`src/hw/rtl/wsm_pkg.sv`:
```
// ----------------------------------------------------------------------------
// wsm_pkg
// Shared types, constants and helpers for the wildcard substring matcher.
// ----------------------------------------------------------------------------
`timescale 1ns / 1ps

package wsm_pkg;

  // Pattern storage as fixed by the register map
  localparam int unsigned CHAR_W        = 8;
  localparam int unsigned PAT_CHARS_ALL = 16;
  localparam int unsigned PAT_BITS      = PAT_CHARS_ALL * CHAR_W;
  localparam int unsigned PAT_MAX_DEF   = 16;
  localparam int unsigned LEN_W         = 5;
  localparam int unsigned POS_W         = 16;
  localparam int unsigned CFG_DATA_W    = 64;
  localparam int unsigned CFG_ADDR_W    = 2;

  localparam logic [CHAR_W-1:0] WILDCARD_CHAR = 8'h2E;
  localparam logic [POS_W-1:0]  POS_TOP       = {POS_W{1'b1}};

  // Configuration register indexes
  typedef enum logic [CFG_ADDR_W-1:0] {
    REG_PAT_LOW  = 2'd0,
    REG_PAT_HIGH = 2'd1,
    REG_PAT_LEN  = 2'd2
  } cfg_reg_t;

  // One result of a finished text
  typedef struct packed {
    logic             found;
    logic [POS_W-1:0] match_end;
  } wsm_result_t;

  // Fold ASCII upper-case letters to lower case; other bytes pass unchanged
  function automatic logic [CHAR_W-1:0] fold_case(input logic [CHAR_W-1:0] c);
    logic [CHAR_W-1:0] r;
    r = c;
    if ((c >= 8'h41) && (c <= 8'h5A)) begin
      r = c + 8'h20;
    end
    return r;
  endfunction

endpackage

```
`src/hw/rtl/wildcard_substring_matcher_top.sv`:
```
// ----------------------------------------------------------------------------
// wildcard_substring_matcher_top
// Streaming case-insensitive substring search with '.' wildcards.
// ----------------------------------------------------------------------------
// The block takes one text byte per clock and never pauses on its own: a
// byte enters the input register, the shift-and update and first-match
// record are done from there as it leaves, and on the byte flagged tlast the
// result is loaded into the output register as that byte leaves the input
// register. The input stage only stalls while a finished result sits in
// the output register unaccepted and another final byte wants to replace it.
// The result tdata carries found in bit 0 and the 0-based position of the
// last byte of the first match in bits 16:1 (zero when nothing was found);
// positions saturate at 65535. Configuration is written through a simple
// write port and should only be changed between texts.
// ----------------------------------------------------------------------------
`timescale 1ns / 1ps

module wildcard_substring_matcher_top #(
  parameter int unsigned PATTERN_MAX = wsm_pkg::PAT_MAX_DEF
) (
  input  logic                           clk,
  input  logic                           rst_n,
  // configuration write port
  input  logic                           cfg_wr_en,
  input  logic [wsm_pkg::CFG_ADDR_W-1:0] cfg_addr,
  input  logic [wsm_pkg::CFG_DATA_W-1:0] cfg_wdata,
  // text input
  input  logic                           in_tvalid,
  output logic                           in_tready,
  input  logic [7:0]                     in_tdata,   // [7:0] text_char
  input  logic                           in_tlast,   // last_char
  // result output
  output logic                           out_tvalid,
  input  logic                           out_tready,
  output logic [23:0]                    out_tdata   // [0] found, [16:1] match_end
);
  import wsm_pkg::*;

  logic [CFG_DATA_W-1:0] pat_low_r, pat_high_r;
  logic [LEN_W-1:0]      pat_len_r;

  logic                  s1_valid_r;
  logic [CHAR_W-1:0]     s1_char_r;
  logic                  s1_last_r;
  logic                  s1_adv;

  logic                  out_valid_r;
  wsm_result_t           out_res_r;

  logic [PATTERN_MAX-1:0] eq_vec;
  wsm_result_t            step_res;
  logic                   in_xfer;

  // Capture configuration registers; unknown indexes are dropped
  always_ff @(posedge clk) begin
    if (!rst_n) begin
      pat_low_r  <= '0;
      pat_high_r <= '0;
      pat_len_r  <= '0;
    end else if (cfg_wr_en) begin
      case (cfg_addr)
        REG_PAT_LOW:  pat_low_r  <= cfg_wdata;
        REG_PAT_HIGH: pat_high_r <= cfg_wdata;
        REG_PAT_LEN:  pat_len_r  <= cfg_wdata[LEN_W-1:0];
        default:      ;
      endcase
    end
  end

  // A byte leaves stage 1 unless it is final and the result slot is blocked
  assign s1_adv    = s1_valid_r && (!s1_last_r || !out_valid_r || out_tready);
  assign in_tready = !s1_valid_r || s1_adv;
  assign in_xfer   = in_tvalid && in_tready;

  // Input register
  always_ff @(posedge clk) begin
    if (!rst_n) begin
      s1_valid_r <= 1'b0;
    end else if (in_tready) begin
      s1_valid_r <= in_tvalid;
    end
  end

  always_ff @(posedge clk) begin
    if (in_xfer) begin
      s1_char_r <= in_tdata;
      s1_last_r <= in_tlast;
    end
  end

  wsm_char_cmp #(
    .PATTERN_MAX (PATTERN_MAX)
  ) u_cmp (
    .text_char     (s1_char_r),
    .pattern_chars ({pat_high_r, pat_low_r}),
    .eq_vec        (eq_vec)
  );

  wsm_search #(
    .PATTERN_MAX (PATTERN_MAX)
  ) u_search (
    .clk            (clk),
    .rst_n          (rst_n),
    .step           (s1_adv),
    .last_char      (s1_last_r),
    .eq_vec         (eq_vec),
    .pattern_length (pat_len_r),
    .result         (step_res)
  );

  // Result register: load on a final byte, drop after the transfer
  always_ff @(posedge clk) begin
    if (!rst_n) begin
      out_valid_r <= 1'b0;
    end else if (s1_adv && s1_last_r) begin
      out_valid_r <= 1'b1;
    end else if (out_tready) begin
      out_valid_r <= 1'b0;
    end
  end

  always_ff @(posedge clk) begin
    if (s1_adv && s1_last_r) begin
      out_res_r <= step_res;
    end
  end

  assign out_tvalid = out_valid_r;
  assign out_tdata  = {7'b0, out_res_r.match_end, out_res_r.found};

  // A final byte that leaves stage 1 produces a result next cycle
  a_last_gives_result: assert property (@(posedge clk) disable iff (!rst_n)
    s1_adv && s1_last_r |=> out_valid_r)
    else $error("final byte produced no result");

  // Only a blocked final byte may hold off the input
  a_stall_cause: assert property (@(posedge clk) disable iff (!rst_n)
    !in_tready |-> s1_valid_r && s1_last_r && out_valid_r && !out_tready)
    else $error("input stalled without a blocked result");

  // Non-final bytes never touch the result register
  a_no_spurious_result: assert property (@(posedge clk) disable iff (!rst_n)
    !out_valid_r && !(s1_adv && s1_last_r) |=> !out_valid_r)
    else $error("result appeared without a final byte");

endmodule

```
`src/hw/rtl/wsm_char_cmp.sv`:
```
// ----------------------------------------------------------------------------
// wsm_char_cmp
// Compares one text byte against every pattern character at once and
// returns the per-position equality vector used by the shift-and update.
// ----------------------------------------------------------------------------
`timescale 1ns / 1ps

module wsm_char_cmp #(
  parameter int unsigned PATTERN_MAX = wsm_pkg::PAT_MAX_DEF
) (
  input  logic [wsm_pkg::CHAR_W-1:0]   text_char,
  input  logic [wsm_pkg::PAT_BITS-1:0] pattern_chars,
  output logic [PATTERN_MAX-1:0]       eq_vec
);
  import wsm_pkg::*;

  logic [CHAR_W-1:0] text_folded;

  assign text_folded = fold_case(text_char);

  // Match each position: wildcard takes any byte, otherwise case-folded compare
  always_comb begin
    for (int i = 0; i < PATTERN_MAX; i++) begin
      eq_vec[i] = (pattern_chars[i*CHAR_W +: CHAR_W] == WILDCARD_CHAR) ||
                  (fold_case(pattern_chars[i*CHAR_W +: CHAR_W]) == text_folded);
    end
  end

endmodule

```
`src/hw/rtl/wsm_search.sv`:
```
// ----------------------------------------------------------------------------
// wsm_search
// Per-text search state: shift-and vector, saturating byte position, found
// flag and first match end. Advances by one byte on each step strobe.
// ----------------------------------------------------------------------------
`timescale 1ns / 1ps

module wsm_search #(
  parameter int unsigned PATTERN_MAX = wsm_pkg::PAT_MAX_DEF
) (
  input  logic                       clk,
  input  logic                       rst_n,
  input  logic                       step,
  input  logic                       last_char,
  input  logic [PATTERN_MAX-1:0]     eq_vec,
  input  logic [wsm_pkg::LEN_W-1:0]  pattern_length,
  output wsm_pkg::wsm_result_t       result
);
  import wsm_pkg::*;

  logic [PATTERN_MAX-1:0] match_vec_r, match_vec_nxt, shifted;
  logic [POS_W-1:0]       pos_r, pos_nxt;
  logic                   found_r, found_nxt;
  logic [POS_W-1:0]       end_r, end_nxt;
  logic                   hit;

  // Shift in a fresh start bit and keep only positions that still agree
  always_comb begin
    shifted = (match_vec_r << 1) | {{(PATTERN_MAX-1){1'b0}}, 1'b1};
  end

  assign match_vec_nxt = shifted & eq_vec;

  // Test the bit at the effective pattern length; lengths beyond the top
  // are taken as the top, zero never hits
  always_comb begin
    hit = 1'b0;
    for (int k = 0; k < PATTERN_MAX; k++) begin
      if (match_vec_nxt[k] &&
          ((LEN_W'(k + 1) == pattern_length) ||
           ((k == PATTERN_MAX - 1) && (pattern_length > LEN_W'(PATTERN_MAX))))) begin
        hit = 1'b1;
      end
    end
  end

  // Record the first match and advance the saturating position
  always_comb begin
    found_nxt = found_r;
    end_nxt   = end_r;
    if (hit && !found_r) begin
      found_nxt = 1'b1;
      end_nxt   = pos_r;
    end
    pos_nxt = (pos_r == POS_TOP) ? pos_r : pos_r + 1'b1;
  end

  // Result of the current byte if it closes the text
  assign result.found     = found_nxt;
  assign result.match_end = found_nxt ? end_nxt : '0;

  // Hold state; clear it after the final byte of a text
  always_ff @(posedge clk) begin
    if (!rst_n) begin
      match_vec_r <= '0;
      pos_r       <= '0;
      found_r     <= 1'b0;
      end_r       <= '0;
    end else if (step) begin
      if (last_char) begin
        match_vec_r <= '0;
        pos_r       <= '0;
        found_r     <= 1'b0;
        end_r       <= '0;
      end else begin
        match_vec_r <= match_vec_nxt;
        pos_r       <= pos_nxt;
        found_r     <= found_nxt;
        end_r       <= end_nxt;
      end
    end
  end

  // A closing byte leaves the state cleared for the next text
  a_clear_after_last: assert property (@(posedge clk) disable iff (!rst_n)
    step && last_char |=> (pos_r == '0) && (match_vec_r == '0) && !found_r)
    else $error("search state not cleared after final byte");

  // Without a recorded match the stored end stays at zero
  a_end_zero_unfound: assert property (@(posedge clk) disable iff (!rst_n)
    !found_r |-> (end_r == '0))
    else $error("match end set without a match");

endmodule

```
`config.mk`:
```
export PLATFORM = sky130hd
export DESIGN_NAME = wildcard_substring_matcher_top
export DESIGN_NICKNAME = d
export VERILOG_FILES = /design/src/hw/rtl/wsm_pkg.sv /design/src/hw/rtl/wildcard_substring_matcher_top.sv /design/src/hw/rtl/wsm_char_cmp.sv /design/src/hw/rtl/wsm_search.sv
export SDC_FILE = /design/constraint.sdc
export NUM_CORES = 1
export LEC_CHECK = 0
export BUFFER_PORTS_ARGS = -buffer_cell sky130_fd_sc_hd__buf_4
export CORE_MARGIN = 3
export CORE_UTILIZATION = 25
export DETAILED_ROUTE_END_ITERATION = 8
export SYNTH_ARGS = -nofsm -noshare
export SYNTH_HDL_FRONTEND = slang
export SYNTH_SLANG_ARGS = --single-unit
```
`constraint.sdc`:
```
create_clock -name clk -period 4.9 [get_ports clk]
set_clock_uncertainty 0.05 [all_clocks]
set_input_delay 0 -clock clk [delete_from_list [all_inputs] [get_ports clk]]
set_output_delay 0 -clock clk [all_outputs]
set_load 0.02 [all_outputs]
```
# After elaboration in Yosys (flattened, before gate mapping)
# Index checks and enable logic that the tools add are counted.
[op_classes]
addsub = 18
mul = 0
div = 0
n_lt_le_gt_ge = 35
n_eq_ne = 52
n_shift = 0
mux = 42
n_bitwise = 1
reduce_logical = 67
[ops]
columns = ["operator", "count"]
rows = [
  ["$add A8 B6 Y8 const B", 17],
  ["$ge A8 B7 Y1 const B", 17],
  ["$le A8 B7 Y1 const B", 17],
  ["$mux W8", 17],
  ["$eq A8 B6 Y1 const B", 16],
  ["$eq A8 B8 Y1", 16],
  ["$mux W16", 4],
  ["$eq A4 B5 Y1 const A", 8],
  ["$logic_and A1 B1 Y1", 37],
  ["$eq A3 B5 Y1 const A", 4],
  ["$logic_or A1 B1 Y1", 20],
  ["$mux W1", 20],
  ["$add A16 B1 Y16 const B", 1],
  ["$and A16 B16 Y16", 1],
  ["$eq A16 B16 Y1 const B", 1],
  ["$mux W15", 1],
  ["$eq A2 B5 Y1 const A", 2],
  ["$reduce_and A2 Y1", 4],
  ["$eq A1 B5 Y1 const A", 1],
  ["$eq A5 B5 Y1 const A", 1],
  ["$gt A5 B5 Y1 const B", 1],
  ["$logic_not A1 Y1", 4],
  ["$eq A2 B1 Y1 const B", 1],
  ["$eq A2 B2 Y1 const B", 1],
  ["other kinds (3)", 3],
]
[word_totals]
register_bits = 209
latch_bits = 0
ramBits = 0
romBits = 0
inputBits = 80
output_inout_bits = 26
elab_cells = 228
memories = 0

# Longest topological paths before layout
[depth]
depth_word = 26
depth_mapped = 15
depth_no_buf = 11

# By module
# From an unflattened synthesis, not the netlist that was laid out.
[unflattened]
cells_unflattened = 1373
hier_area_um2 = 12264.3
[by_module_without_submodules]
columns = ["mod", "instances", "cells_per_inst", "area_each_um2", "seq_area_each_um2"]
rows = [
  ["wildcard_substring_matcher_top", 1, 548, 6013.3, 3483.3],
  ["wsm_char_cmp", 1, 534, 3912.5, 0.0],
  ["wsm_search", 1, 291, 2338.5, 960.9],
]

# Worst setup path after synthesis
# OpenSTA, ideal clock, no wires.
[synth_path]
kind = "register to register"
startpoint = "register s1_char_r[4]"
endpoint = "register out_res_r, in the netlist out_tdata[0], data pin"
setup_ps = 259
t_arrival_ps = 3185
required_ps = 4591
setup_slack_ps = 1406
path_stages_with_launch = 13
n_path_buf = 3
synth_period_minus_slack_ps = 3494
path_cell_list = "edfxtp_1 > buf_6 > or4_4 > o221a_4 > nor2_8 > xnor2_1 > mux2_2 > a22oi_2 > o2111ai_1 > a2111o_1 > buf_6 > buf_6 > or2_1"
[synth_via]
elab_chain_len = 25
elab_cells_between_ends = 72
cone_classes = "add/sub (1); order compare (2); eq/ne (16); mux (18); bitwise (1); reduce/logical (34)"
[synth_rtl]
columns = ["item", "line", "source"]
rows = [
  ["start, declared", "wildcard_substring_matcher_top.sv:43", "logic [CHAR_W-1:0] s1_char_r;"],
  ["start signal, assigned", "wildcard_substring_matcher_top.sv:86", "s1_char_r <= in_tdata;"],
  ["$ge A8 B7 Y1 / $le A8 B7 Y1 (equally long branches)", "wsm_pkg.sv:39", "if ((c >= 8'h41) && (c <= 8'h5A)) begin"],
  ["$logic_and A1 B1 Y1", "wsm_pkg.sv:39", ""],
  ["$mux W8 (*)", "wsm_pkg.sv:39", ""],
  ["$eq A8 B8 Y1", "wsm_char_cmp.sv:25", "(fold_case(pattern_chars[i*CHAR_W +: CHAR_W]) == text_folded);"],
  ["$logic_or A1 B1 Y1", "wsm_char_cmp.sv:24", "eq_vec[i] = (pattern_chars[i*CHAR_W +: CHAR_W] == WILDCARD_CHAR) ||"],
  ["$and A16 B16 Y16 (*)", "wsm_search.sv:32", "assign match_vec_nxt = shifted & eq_vec;"],
  ["$logic_and A1 B1 Y1", "wsm_search.sv:39", "if (match_vec_nxt[k] &&"],
  ["$mux W1 (15 in a row)", "wsm_search.sv:39", ""],
  ["$mux W1 (*)", "wsm_search.sv:39", ""],
  ["$logic_and A1 B1 Y1 (*)", "wsm_search.sv:51", "if (hit && !found_r) begin"],
  ["$mux W1 (*)", "wsm_search.sv:51", ""],
  ["named net u_search.found_nxt", "wsm_search.sv:23", "logic found_r, found_nxt;"],
  ["end signal, assigned", "wildcard_substring_matcher_top.sv:124", "out_res_r <= step_res;"],
  ["end, declared", "wildcard_substring_matcher_top.sv:48", "wsm_result_t out_res_r;"],
]
# Mark *: on every way through the listed nets, which the timed path passes. The rest lies on a longest branch.
# A chain may end at the register's enable or synchronous reset.

# Final worst setup path
[layout_path]
startpoint = "register s1_char_r[2]"
endpoint = "register u_search.end_r[4]"
[layout_via]
elab_chain_len = 26
elab_cells_between_ends = 73
cone_classes = "add/sub (1); order compare (2); eq/ne (16); mux (19); bitwise (1); reduce/logical (34)"
[layout_rtl]
columns = ["item", "line", "source"]
rows = [
  ["$ge A8 B7 Y1 / $le A8 B7 Y1 (equally long branches)", "wsm_pkg.sv:39", ""],
  ["$logic_and A1 B1 Y1", "wsm_pkg.sv:39", ""],
  ["$mux W8 (*)", "wsm_pkg.sv:39", ""],
  ["$eq A8 B8 Y1", "wsm_char_cmp.sv:25", ""],
  ["$logic_or A1 B1 Y1", "wsm_char_cmp.sv:24", ""],
  ["$and A16 B16 Y16 (*)", "wsm_search.sv:32", ""],
  ["$logic_and A1 B1 Y1", "wsm_search.sv:39", ""],
  ["$mux W1 (15 in a row)", "wsm_search.sv:39", ""],
  ["$mux W1 (*)", "wsm_search.sv:39", ""],
  ["$logic_and A1 B1 Y1 (*)", "wsm_search.sv:51", ""],
  ["$mux W16 (*)", "wsm_search.sv:51", ""],
  ["$mux W16 (*)", "wsm_search.sv:70", "if (last_char) begin"],
  ["end signal, assigned", "wsm_search.sv:79", "end_r <= end_nxt;"],
  ["end, declared", "wsm_search.sv:24", "logic [POS_W-1:0] end_r, end_nxt;"],
]
# Every way passes the cells marked *; elsewhere a longest branch is shown, timed or not.

==> out/metrics.yaml <==
setup_path:
  worst_r2r_start: "s1_char_r[2]$_DFFE_PP_"
  r2r_slack_ns: 0.46
  worst-r2r-cell-count: 10
  cp-end-kind: "register"
  timing.critical_path.slowest_cell_delay_ns: 0.66
  reg2reg_to: "u_search.end_r[4]$_SDFFE_PN0P_"
  cp_cell_sequence: "or4_4 > o21a_1 > a41o_1 > xnor2_1 > nor4b_1 > a32oi_1 > o311ai_1 > a2111o_1 > nand4b_4 > o21ai_1"
  critical_path.startpoint_type: "register"
  required_ns: 5.31
  crit_arrival_ns: 4.85
  worst_path_max_delay_cell: "sky130_fd_sc_hd__a2111o_1"
  critical_path_buffer_and_inverter_count: 0
  path_max_fanout: 19
  cpLargestDelayFamily: "compound AO/OA/AOI/OAI gates"
  criticalPathCategory: "reg2reg"
detailed_routing:
  vias_per_cell: 5.01
  via_count: 12100
  drcViolationCount: 0
  first_iter_violations: 882
  drt-pass1-iter-count: 5
  avgRoutedWirePerCell_um: 17.5
  ant_nets: 0
  totalWireLength_um: 42000
sta:
  finalCriticalPeriod_ns: 4.44
  max_slew_headroom_pct: 17.5
  setup_total_negative_slack_ns: 0
  finalHoldViolations: 0
  rsz_0062_raised_after_global_routing: "no"
  worst_slew_pin_slew_ns: 1.23
  finalHoldWorstSlack_ns: 0.0853
  post-route-period-util_pct: 90.6
  final_worst_setup_slack_ns: 0.458
  final-setup-viol-count: 0
  finalMaxSlewViolations: 0
  timing.fmax_mhz: 225
hold_path:
  hold_path_startpoint: "cfg_addr[0]"
  worst_hold_path.num_cells: 4
  worstHoldPathType: "in2reg"
  hold-path-endpoint: "pat_len_r[4]$_SDFFE_PN0P_"
pwr:
  max-vdd-ir-drop_uv: 227
  total_leakage_power_nw: 5.44
  pwr_cell_area_nw_per_um2: 268
yosys:
  synth_most_common_cell: "sky130_fd_sc_hd__nand2_1"
  number_of_enable_flip_flop_cells_after_synthesis: 26
  yosys.area.top_type_share_pct: 28.4
  ys_seq_area_share_pct: 34.5
  async_flop_share_pct: 0
  syn_avg_cell_area_um2: 8.09
  synth-warning-count: 0
  synth-seq-cells: 209
  syn_inst: 1594
  synth_top_cell_by_area: "sky130_fd_sc_hd__dfxtp_1"
  synth_area_um2: 12900
  unique_masters_post_synth: 92
  synth_flop_cell: "sky130_fd_sc_hd__dfxtp_1"
  synthTopCellsByArea: "sky130_fd_sc_hd__dfxtp_1, sky130_fd_sc_hd__nand2_1, sky130_fd_sc_hd__a21boi_0, sky130_fd_sc_hd__edfxtp_1, sky130_fd_sc_hd__xnor2_1"
  netlist_top_cells_count: "sky130_fd_sc_hd__nand2_1, sky130_fd_sc_hd__dfxtp_1, sky130_fd_sc_hd__a21boi_0"
outcome:
  status: "finished clean"
clocking:
  numCtsBuffers: 25
  number_of_levels_in_the_clock_h_tree: 1
  tritoncts: "yes"
  cts_setup_buffers: 0
  clkTransAtPathRegs_ns: 0.06
  worst_skew_pair.late_latency_ns: 0.54
  ctsLongestPathBuffers: 3
  cts_root_cell: "sky130_fd_sc_hd__clkbuf_16"
  tritoncts_num_sinks: 209
global_routing:
  grt_max_degree: 99
  grtUsageTotal_pct: 15.0
  first_global_vias: 11400
  grt_antenna_before_repair: 1
  grt_first_pass_wirelength_um: 64800
  grt_remaining_overflow: 0
floorplanning:
  io_pins: 106
  chipWidth_um: 233
  floorplan.rows: 82
  initial_core_util_pct: 25.5
  core_region_area_um2: 50600
  die_area_um2: 54300
  fp.dieH_um: 233
placed_design:
  dp_hpwl_um: 30200
  numPortBuffers: 98
  dpl-instance-area_um2: 14100
  globalplace.congestion: 0.960
  placement.setup.worst_slack_ns: 0.509
layout:
  finalNetCount: 1814
  drive_gt1_share_pct: 11.7
  syn2layout_area_growth_pct: 21.9
  postLayoutCellArea_um2: 15700
  final_util_pct: 31.1
job:
  maxCapViolations: 0
-- kinds of logic after synthesis --
logic type | count (synthesis) | share of synthesized area, %
AND/OR/NAND/NOR | 714 | 27.1
AO/OA/AOI/OAI | 370 | 21.9
flip-flops | 209 | 34.5
buffers and inverters | 140 | 4.88
XOR/XNOR | 130 | 8.89
adder cells (fa/ha/maj) | 18 | 1.75
multiplexers | 12 | 0.990
other | 1 | 0.0291
-- layer usage --
| layer | vias to the layer above | share of wire (%) | track usage (%) |
|---|---|---|---|
| met5 | - | 0 | 0 |
| met4 | 0 | 2.7 | 4.79 |
| met2 | 308 | 46 | 24.8 |
| li1 | 5916 | - | - |
| met1 | 5775 | 47 | 20.4 |
| met3 | 58 | 4.6 | 1.52 |
-- cell type report --
class                           count  area [um^2]
Clock buffer                       36          717
Clock inverter                      9         90.1
Antenna cell                        1         2.50
Fill cell                        5294        34900
Timing Repair Buffer              190         1620
Inverter                           39          146
Tap cell                          672          841
Sequential cell                   209         4440
Multi-Input combinational cell   1251         7860
-- where the power goes --
group | total, mW | switching [mW] | internal [mW]
Sequential | 1.85 | 0.0753 | 1.78
Clock | 1.83 | 0.761 | 1.07
Combinational | 0.531 | 0.292 | 0.238
-- how the worst max path moves through the flow --
stage | startpoint | end | slack, ns | cells after the start
6_report | s1_char_r[2]$_DFFE_PP_ | u_search.end_r[4]$_SDFFE_PN0P_ | 0.46 | 10
5_1_grt | s1_char_r[3]$_DFFE_PP_ | u_search.end_r[2]$_SDFFE_PN0P_ | 0.15 | 11
4_1_cts | s1_char_r[2]$_DFFE_PP_ | u_search.end_r[4]$_SDFFE_PN0P_ | 0.47 | 10
3_5_place_dp | s1_char_r[2]$_DFFE_PP_ | u_search.end_r[4]$_SDFFE_PN0P_ | 0.51 | 10
3_3_place_gp | s1_char_r[2]$_DFFE_PP_ | u_search.end_r[5]$_SDFFE_PN0P_ | 0.66 | 10
2_1_floorplan | s1_char_r[4]$_DFFE_PP_ | out_tdata[0]$_DFFE_PP_ | 1.41 | 12
-- timing repair --
| item | CTS | global route |
|---|---|---|
| hold endpoints to repair | 153 | 0 |
| endpoints found under the setup margin | 0 | 0 |
| hold buffers | 76 | 0 |
| resized for setup | 0 | 0 |
-- worst register-to-register path, stage by stage (launching register included) --
cell	delay, ns
sky130_fd_sc_hd__edfxtp_1	0.44
sky130_fd_sc_hd__or4_4	0.57
sky130_fd_sc_hd__o21a_1	0.23
sky130_fd_sc_hd__a41o_1	0.55
sky130_fd_sc_hd__xnor2_1	0.26
sky130_fd_sc_hd__nor4b_1	0.55
sky130_fd_sc_hd__a32oi_1	0.19
sky130_fd_sc_hd__o311ai_1	0.17
sky130_fd_sc_hd__a2111o_1	0.66
sky130_fd_sc_hd__nand4b_4	0.45
sky130_fd_sc_hd__o21ai_1	0.25
-- sequential cells by signal (all words and copies together) (netlist names) --
name                  cells
u_search.match_vec_r     15
out_tvalid                1
u_search.end_r           16
s1_valid_r                1
u_search.found_r          1
u_search.pos_r           16
pat_high_r               64
pat_len_r                 5
s1_last_r                 1
s1_char_r                 8
pat_low_r                64
out_tdata                17
-- cells in the final DEF, fill, tap and decap left out, types with 26 or more instances in the layout --
cell type                         n
sky130_fd_sc_hd__a21boi_0       141
sky130_fd_sc_hd__a21oi_1         34
sky130_fd_sc_hd__buf_4          114
sky130_fd_sc_hd__dfxtp_1        183
sky130_fd_sc_hd__dlygate4sd3_1   76
sky130_fd_sc_hd__edfxtp_1        26
sky130_fd_sc_hd__inv_1           39
sky130_fd_sc_hd__nand2_1        341
sky130_fd_sc_hd__nand3_1         90
sky130_fd_sc_hd__nor2_1          70
sky130_fd_sc_hd__nor3_1          28
sky130_fd_sc_hd__nor4_1          38
sky130_fd_sc_hd__xnor2_1         76
sky130_fd_sc_hd__xor2_1          53
-- stage by stage --
stage                     power [mW]  std cells
final                           4.22       2407
after global routing            4.38       2407
after CTS                       4.27       2406
after detailed placement        2.37       2285
after global placement          2.35       2285
after floorplan                 2.19       1600
No activity file was read; power rests on OpenSTA's default activity.
